===== config.mk =====
export PLATFORM = sky130hd
export DESIGN_NAME = fixed_partition_fit_allocator_flat
export DESIGN_NICKNAME = d
export VERILOG_FILES = /design/src/design/fpfa_pkg.sv /design/src/design/fpfa_if.sv /design/src/design/fpfa_ram.sv /design/src/design/fixed_partition_fit_allocator.sv /design/src/flat_wrapper.sv
export VERILOG_INCLUDE_DIRS = /design/src /design/src/design
export SDC_FILE = /design/constraint.sdc
export NUM_CORES = 1
export LEC_CHECK = 0
export BUFFER_PORTS_ARGS = -buffer_cell sky130_fd_sc_hd__buf_2
export CORE_ASPECT_RATIO = 1.1
export CORE_UTILIZATION = 50
export DETAILED_ROUTE_END_ITERATION = 16
export PLACE_DENSITY = 0.71
export SYNTH_ARGS = -nofsm -noshare
export SYNTH_HDL_FRONTEND = slang
export SYNTH_SLANG_ARGS = --single-unit

===== constraint.sdc =====
create_clock -name clk -period 9.35 [get_ports clk]
set_clock_uncertainty 0.05 [all_clocks]
set_input_delay 1.87 -clock clk [delete_from_list [all_inputs] [get_ports clk]]
set_output_delay 1.87 -clock clk [all_outputs]
set_load 0.01 [all_outputs]

===== src/design/fixed_partition_fit_allocator_assert.svh =====
// Assertion macros for the allocator file that checks its own logic.
`ifndef FIXED_PARTITION_FIT_ALLOCATOR_ASSERT_SVH
`define FIXED_PARTITION_FIT_ALLOCATOR_ASSERT_SVH

// Same-cycle implication, sampled on clk and switched off while arst_n is low.
`define FPFA_ASSERT_NOW(lbl, ante, cons, msg) \
	lbl: assert property (@(posedge clk) disable iff (!arst_n) (ante) |-> (cons)) \
		else $error(msg);

// Next-cycle implication, sampled on clk and switched off while arst_n is low.
`define FPFA_ASSERT_NEXT(lbl, ante, cons, msg) \
	lbl: assert property (@(posedge clk) disable iff (!arst_n) (ante) |=> (cons)) \
		else $error(msg);

`endif


===== src/design/fpfa_pkg.sv =====
// Shared types and constants of the fixed partition fit allocator.
package fpfa_pkg;

	localparam int PARTITIONS = 16;
	localparam int SIZE_BITS  = 32;
	localparam int IDX_W      = (PARTITIONS > 1) ? $clog2(PARTITIONS) : 1;
	localparam int LIM_W      = ($clog2(PARTITIONS + 1) > 5) ? $clog2(PARTITIONS + 1) : 5;

	localparam int OP_W     = 2;
	localparam int SLOT_W   = 4;
	localparam int AMOUNT_W = 32;
	localparam int CHOSEN_W = 4;
	localparam int CFG_W    = 5;
	localparam int CFG_IDX_W = 1;

	typedef enum logic [OP_W-1:0] {
		OP_LOAD    = 2'd0,
		OP_REQUEST = 2'd1,
		OP_CLEAR   = 2'd2
	} op_t;

	typedef enum logic [1:0] {
		FIT_FIRST = 2'd0,
		FIT_BEST  = 2'd1,
		FIT_WORST = 2'd2
	} fit_t;

	typedef enum logic [CFG_IDX_W-1:0] {
		CFG_FIT_MODE     = 1'd0,
		CFG_PARTS_IN_USE = 1'd1
	} cfg_idx_t;

endpackage


===== src/design/fpfa_if.sv =====
// Handshake channels of the allocator: request beats in, result beats out.
interface fpfa_in_if;
	import fpfa_pkg::*;

	logic                valid;
	logic                ready;
	logic [OP_W-1:0]     op;
	logic [SLOT_W-1:0]   slot;
	logic [AMOUNT_W-1:0] amount;

	modport source (output valid, output op, output slot, output amount, input ready);
	modport sink   (input valid, input op, input slot, input amount, output ready);
endinterface

interface fpfa_out_if;
	import fpfa_pkg::*;

	logic                valid;
	logic                ready;
	logic                granted;
	logic [CHOSEN_W-1:0] chosen;

	modport source (output valid, output granted, output chosen, input ready);
	modport sink   (input valid, input granted, input chosen, output ready);
endinterface


===== src/design/fpfa_ram.sv =====
// Generic single-write, single-read RAM with a registered read port.
module fpfa_ram #(
	parameter int WIDTH = 32,
	parameter int DEPTH = 16,
	parameter int AW    = (DEPTH > 1) ? $clog2(DEPTH) : 1
) (
	input  logic             clk,
	input  logic             wr_en,
	input  logic [AW-1:0]    wr_addr,
	input  logic [WIDTH-1:0] wr_data,
	input  logic [AW-1:0]    rd_addr,
	output logic [WIDTH-1:0] rd_data
);
	logic [WIDTH-1:0] mem_q [DEPTH];

	always_ff @(posedge clk) begin
		if (wr_en) begin
			mem_q[wr_addr] <= wr_data;
		end
		rd_data <= mem_q[rd_addr];
	end
endmodule


===== src/design/fixed_partition_fit_allocator.sv =====
// Top level of the fixed partition allocator: size table, taken marks and fit scan.
//
//   channel  | dir | handshake      | payload
//   ---------+-----+----------------+-------------------------------
//   in_ch    | in  | valid / ready  | op, slot, amount
//   out_ch   | out | valid / ready  | granted, chosen
//   cfg      | in  | cfg_we only    | cfg_idx, cfg_data
//
// A load or clear beat is absorbed in its accept cycle and gives no result.
// A request reads one partition per cycle through the registered size RAM port; with
// L = min(partitions_in_use, PARTITIONS) entries scanned, its result enters the output
// register once the scan ends, and in_ch is not ready until then.
// A finished scan that finds the output register full waits for out_ch to take it.
// Reset clears taken marks, registers and control state; sizes stay undefined until loaded.
`include "fixed_partition_fit_allocator_assert.svh"

module fixed_partition_fit_allocator (
	input  logic                               clk,
	input  logic                               arst_n,
	fpfa_in_if.sink                            in_ch,
	fpfa_out_if.source                         out_ch,
	input  logic                               cfg_we,
	input  logic [fpfa_pkg::CFG_IDX_W-1:0]     cfg_idx,
	input  logic [fpfa_pkg::CFG_W-1:0]         cfg_data
);
	import fpfa_pkg::*;

	// The sequencer idles, scans the table, or holds a finished result
	// while the output register is still occupied.
	typedef enum logic [1:0] {
		ST_IDLE,
		ST_SCAN,
		ST_HOLD
	} state_t;

	state_t                state_q;
	logic [1:0]            fit_mode_q;
	logic [CFG_W-1:0]      piu_q;
	logic [PARTITIONS-1:0] taken_q;
	logic [LIM_W-1:0]      limit_q;
	logic [LIM_W-1:0]      cnt_q;
	logic [SIZE_BITS-1:0]  want_q;
	logic                  found_q;
	logic [IDX_W-1:0]      best_idx_q;
	logic [SIZE_BITS-1:0]  best_size_q;
	logic                  chk_vld_s1;
	logic [IDX_W-1:0]      chk_idx_s1;
	logic                  out_valid_q;
	logic                  out_granted_q;
	logic [CHOSEN_W-1:0]   out_chosen_q;

	logic                  in_fire;
	op_t                   in_op;
	logic                  slot_ok;
	logic                  load_we;
	logic [LIM_W-1:0]      piu_ext;
	logic [LIM_W-1:0]      limit_d;
	logic [SIZE_BITS-1:0]  rd_data;
	logic                  candidate;
	logic                  better;
	logic                  scan_more;
	logic                  scan_done;
	logic                  finishing;
	logic                  fin_fire;

	assign in_ch.ready = (state_q == ST_IDLE);
	assign in_fire     = in_ch.valid && in_ch.ready;
	assign in_op       = op_t'(in_ch.op);

	assign slot_ok = LIM_W'(in_ch.slot) < LIM_W'(PARTITIONS);
	assign load_we = in_fire && (in_op == OP_LOAD) && slot_ok;

	// Entries beyond the table are never scanned.
	assign piu_ext = LIM_W'(piu_q);
	assign limit_d = (piu_ext > LIM_W'(PARTITIONS)) ? LIM_W'(PARTITIONS) : piu_ext;

	// The size table. Its read port follows the scan counter; the word for the
	// entry issued in one cycle arrives with chk_idx_s1 in the next.
	fpfa_ram #(
		.WIDTH (SIZE_BITS),
		.DEPTH (PARTITIONS)
	) u_size_ram (
		.clk     (clk),
		.wr_en   (load_we),
		.wr_addr (IDX_W'(in_ch.slot)),
		.wr_data (SIZE_BITS'(in_ch.amount)),
		.rd_addr (cnt_q[IDX_W-1:0]),
		.rd_data (rd_data)
	);

	// The shared compare unit. A free entry large enough is a candidate; it
	// replaces the current pick only if it is the first one, or strictly
	// smaller (best fit) or strictly larger (worst fit), so ties keep the
	// lower index. First fit and the unused mode never replace a pick.
	assign candidate = chk_vld_s1 && !taken_q[chk_idx_s1] && (rd_data >= want_q);
	always_comb begin
		better = !found_q;
		unique case (fit_t'(fit_mode_q))
			FIT_BEST:  better = better || (rd_data < best_size_q);
			FIT_WORST: better = better || (rd_data > best_size_q);
			default:   better = !found_q;
		endcase
	end

	assign scan_more = (state_q == ST_SCAN) && (cnt_q < limit_q);
	assign scan_done = (state_q == ST_SCAN) && !scan_more && !chk_vld_s1;
	assign finishing = scan_done || (state_q == ST_HOLD);
	assign fin_fire  = finishing && (!out_valid_q || out_ch.ready);

	always_ff @(posedge clk or negedge arst_n) begin
		if (!arst_n) begin
			state_q       <= ST_IDLE;
			fit_mode_q    <= '0;
			piu_q         <= '0;
			taken_q       <= '0;
			limit_q       <= '0;
			cnt_q         <= '0;
			want_q        <= '0;
			found_q       <= 1'b0;
			best_idx_q    <= '0;
			best_size_q   <= '0;
			chk_vld_s1    <= 1'b0;
			chk_idx_s1    <= '0;
			out_valid_q   <= 1'b0;
			out_granted_q <= 1'b0;
			out_chosen_q  <= '0;
		end else begin
			if (cfg_we) begin
				unique case (cfg_idx_t'(cfg_idx))
					CFG_FIT_MODE:     fit_mode_q <= cfg_data[1:0];
					CFG_PARTS_IN_USE: piu_q      <= cfg_data;
				endcase
			end

			if (out_valid_q && out_ch.ready) begin
				out_valid_q <= 1'b0;
			end

			chk_vld_s1 <= scan_more;
			if (scan_more) begin
				chk_idx_s1 <= cnt_q[IDX_W-1:0];
				cnt_q      <= cnt_q + 1'b1;
			end

			if (candidate && better) begin
				found_q     <= 1'b1;
				best_idx_q  <= chk_idx_s1;
				best_size_q <= rd_data;
			end

			unique case (state_q)
				ST_IDLE: begin
					if (in_fire) begin
						unique case (in_op)
							OP_REQUEST: begin
								state_q <= ST_SCAN;
								want_q  <= SIZE_BITS'(in_ch.amount);
								limit_q <= limit_d;
								cnt_q   <= '0;
								found_q <= 1'b0;
							end
							OP_CLEAR: taken_q <= '0;
							default: ;
						endcase
					end
				end
				ST_SCAN, ST_HOLD: begin
					if (fin_fire) begin
						state_q       <= ST_IDLE;
						out_valid_q   <= 1'b1;
						out_granted_q <= found_q;
						out_chosen_q  <= found_q ? CHOSEN_W'(best_idx_q) : '0;
						if (found_q) begin
							taken_q[best_idx_q] <= 1'b1;
						end
					end else if (scan_done) begin
						state_q <= ST_HOLD;
					end
				end
				default: state_q <= ST_IDLE;
			endcase
		end
	end

	assign out_ch.valid   = out_valid_q;
	assign out_ch.granted = out_granted_q;
	assign out_ch.chosen  = out_chosen_q;

	// A granted partition is marked taken right after its result is issued.
	`FPFA_ASSERT_NEXT(a_grant_marks, fin_fire && found_q, taken_q[$past(best_idx_q)], "grant not marked taken")
	// A pick always lies inside the scanned range.
	`FPFA_ASSERT_NOW(a_pick_in_range, found_q && state_q != ST_IDLE, LIM_W'(best_idx_q) < limit_q, "pick outside scan range")
	// No compare is in flight while the sequencer is idle.
	`FPFA_ASSERT_NOW(a_idle_quiet, state_q == ST_IDLE, !chk_vld_s1, "compare in flight while idle")
	// A refused request reports index zero.
	`FPFA_ASSERT_NOW(a_refuse_zero, out_valid_q && !out_granted_q, out_chosen_q == '0, "refusal with nonzero index")
endmodule

===== src/flat_wrapper.sv =====
// flat-port wrapper written by rule: the top's interface ports become plain ports
module fixed_partition_fit_allocator_flat import fpfa_pkg::*;
  (clk, arst_n, cfg_we, cfg_idx, cfg_data, in_ch_valid, in_ch_op, in_ch_slot, in_ch_amount, in_ch_ready, out_ch_valid, out_ch_granted, out_ch_chosen, out_ch_ready);
  fpfa_in_if in_ch_i ();
  fpfa_out_if out_ch_i ();
  input  logic clk;
  input  logic arst_n;
  input  logic cfg_we;
  input  logic [fpfa_pkg::CFG_IDX_W-1:0] cfg_idx;
  input  logic [fpfa_pkg::CFG_W-1:0] cfg_data;
  input wire logic [$bits(in_ch_i.valid)-1:0] in_ch_valid;
  input wire logic [$bits(in_ch_i.op)-1:0] in_ch_op;
  input wire logic [$bits(in_ch_i.slot)-1:0] in_ch_slot;
  input wire logic [$bits(in_ch_i.amount)-1:0] in_ch_amount;
  output wire logic [$bits(in_ch_i.ready)-1:0] in_ch_ready;
  output wire logic [$bits(out_ch_i.valid)-1:0] out_ch_valid;
  output wire logic [$bits(out_ch_i.granted)-1:0] out_ch_granted;
  output wire logic [$bits(out_ch_i.chosen)-1:0] out_ch_chosen;
  input wire logic [$bits(out_ch_i.ready)-1:0] out_ch_ready;
  assign in_ch_i.valid = in_ch_valid;
  assign in_ch_i.op = in_ch_op;
  assign in_ch_i.slot = in_ch_slot;
  assign in_ch_i.amount = in_ch_amount;
  assign in_ch_ready = in_ch_i.ready;
  assign out_ch_valid = out_ch_i.valid;
  assign out_ch_granted = out_ch_i.granted;
  assign out_ch_chosen = out_ch_i.chosen;
  assign out_ch_i.ready = out_ch_ready;
  fixed_partition_fit_allocator u_core (.clk(clk), .arst_n(arst_n), .in_ch(in_ch_i), .out_ch(out_ch_i), .cfg_we(cfg_we), .cfg_idx(cfg_idx), .cfg_data(cfg_data));
endmodule

==> impl_metrics.toml <==
[outcome]
status = "complete, no violations"

[power]
peakVddDrop_v = 0.000179
cellPowerDensity_nw_per_um2 = 278
finalPower_mw = 8.22
leakagePower_nw = 10.3

[clock_tree]
post-cts-setup-buffers = 0
hold_buffers = 0
clockBufferDepth = 3
cts_resized = 0
htreeDepth = 2
cts_num_sinks = 659
root_buffer = "clkbuf_16"
cts_buffers = 61
tritoncts = "done"
insertion_delay_ns = 0.63
cts.clk_slew.worst_paths_ns = 0.06

[grt]
antenna_found_initial = 0
grt_max_degree = 78
grt_pass1_vias = 13444
track_usage_pct = 20.5
grt_overflow = 0
grt_pass1_wl_um = 82300

[hold_path]
worstHoldStart = "u_core.taken_q[1]"
hold_class = "reg2reg"

[sta]
slew_violations = 0
post-route-min-period_ns = 4.17
whs_ns = 0.423
tightest_slew_ns = 1.20
setup_viol = 0
finalHoldViolations = 0
rsz0062_at_grt = "no"
fin_crit_sh_pct = 44.6
max_slew_margin_pct = 20.0
finalSetupTns_ns = 0
max_freq_ghz = 0.240
fin_ws_ns = 5.18

[critical_path]
cp.required_ns = 9.60
r2r-start = "u_core.best_size_q[23]"
worst_ep_arrival_time_ns = 4.42
crit_path_max_fanout = 21
ff2ff_setup_slack_ns = 5.45
path_cells = "buf_2, nor4_1, nand2b_1, nor3_2, buf_4"
slowest_delay_ns = 0.89
critical_path.endpoint_type = "register"
criticalPathCategory = "in2reg"
setup.worst_path.start = "in_ch_op[0]"
worst_setup_path_start_kind = "input port"
cpMaxStageDelayCell = "nor3_2"

[route]
drc = 0
postRouteAntennaNets = 0
route.final.wire_length_um = 53900
num_vias = 12993
via_per_inst = 5.91
wl_per_cell_um = 24.5
dr.pass1.iters = 5
drt_iter0_drc = 1223

[logic_synthesis]
syn_area_um2 = 26400
yosysTopAreaCellShare_pct = 58.2
synth_area_leaders = "edfxtp_1 58%, mux4_2 14%, dfrtp_1 11%"
ys_seq_elements = 659
synthMuxAreaShare_pct = 16.7
synthXorXnorAreaFrac_pct = 0.0663
ys_types = 56
synth_top_family_by_area = "multiplexers"
yosys.area_share.simple_pct = 3.18
syn_nets = 1513
synth-seq-area-share_pct = 71.5
async_flop_share_pct = 17.5
synth_ff_type = "edfxtp_1"
yosys.area.top_type = "edfxtp_1"
synth-edff-count = 512
synth_fa_ha_area_share_pct = 3.50
ys_warn_count = 0
avgSynthCellArea_um2 = 19.0
synth_cells = 1390
synth_compound_area_share_pct = 2.94

[floorplan]
start_util_pct = 50.5
num_rows = 88
die_w_um = 221
dieArea_um2 = 53800
ios = 56
core_area_um2 = 52300
die_height_um = 243

[placed_design]
dp_hpwl_um = 31500
gp_congestion = 0.829
pre_cts_ws_ns = 4.50
dpl_cell_area_um2 = 27600
port_buffers = 55

[finish]
seqCellArea_um2 = 18900
num-fill-cells = 3825
mostFrequentLayoutCells = "512 x edfxtp_1, 165 x mux4_2, 111 x dfrtp_1"
stdcell_area_um2 = 29600
area_growth_pct = 12.0
layout_commonest_cell = "edfxtp_1"
drive_above_1_share_pct = 26.9
multiInputGateArea_um2 = 7080
nNetsFinal = 1593

[job]
cap_violations = 0
report_power, final:
| group | switching [mW] | internal [mW] | leakage, nW |
|---|---|---|---|
| registers | 0.281 | 3.43 | 6.32 |
| logic | 0.984 | 1.06 | 3.06 |
| clock network | 1.08 | 1.39 | 0.959 |
metrics by stage:
stage	std cells	util, %
final	2198	56.6
after global routing	2197	56.6
after CTS	2197	56.6
after detailed placement	2082	52.7
after global placement	2082	52.7
after floorplan	1390	-
cells in the mapped netlist (4+ instances only):
master,n
nor2_1,26
o21ai_0,48
dfxtp_1,32
buf_1,19
inv_1,80
nand2b_1,8
o41ai_1,15
ha_1,74
nand3_1,12
mux2i_1,4
dfrtp_1,115
mux4_2,165
nand4_1,10
nor2b_1,6
a21oi_1,27
mux2_2,18
clkbuf_1,38
nor3_1,8
nand2_1,81
nand3b_1,5
edfxtp_1,512
mux2_4,30
final timing paths:
check / cells past startpoint / endpoint
min in group asynchronous: 1 / u_core.piu_ext[1]
setup reg to reg: 9 / u_core.best_idx_q[1]
hold reg to reg: 2 / u_core.taken_q[1]
max in group asynchronous: 2 / u_core.cnt_q[0]
hold / removal: 2 / u_core.taken_q[1]
setup / recovery: 5 / u_core.u_size_ram.mem_q[0][15]
layer usage:
metal  up-vias  routed length (µm)  global-route usage (%)
li1       5684                   -                       -
met3        68                3330                    3.37
met4         0                1220                    6.56
met2       419               26300                    33.1
met5         -                   0                       0
met1      6822               23000                    28.8
worst max-delay path, delay by kind of cell:
kind	cells	cell delay, ns
AND/OR/NAND/NOR	3	1.96
buffers and inverters	2	0.58
final cells by class:
| cell class | instances | share of cell area, % |
|---|---|---|
| Tap cell | 675 | 2.85 |
| Timing Repair Buffer | 77 | 1.50 |
| Antenna cell | 1 | 0.00846 |
| Clock buffer | 76 | 5.55 |
| Inverter | 80 | 1.02 |
| Sequential cell | 659 | 63.9 |
| Clock inverter | 39 | 1.24 |
| Multi-Input combinational cell | 591 | 23.9 |
kinds of logic after synthesis:
group / count (synthesis)
multiplexers: 217
AND/OR/NAND/NOR: 176
AO/OA/AOI/OAI: 122
buffers and inverters: 140
adder cells (fa/ha/maj): 74
flip-flops: 659
XOR/XNOR: 2
sequential cells by signal (all words and copies together), names as in the netlist, 2 cells and up:
register and count:
u_core.state_q 2, u_core.best_size_q 32, u_core.u_size_ram.rd_data 32, u_core.cnt_q 5, u_core.taken_q 16, u_core.out_ch.chosen 4, u_core.best_idx_q 4, u_core.want_q 32
u_core.fit_mode_q 2, u_core.u_size_ram.mem_q 512, u_core.piu_ext 5, u_core.chk_idx_s1 4, u_core.limit_q 5
Power figures use the tool's default switching activity.
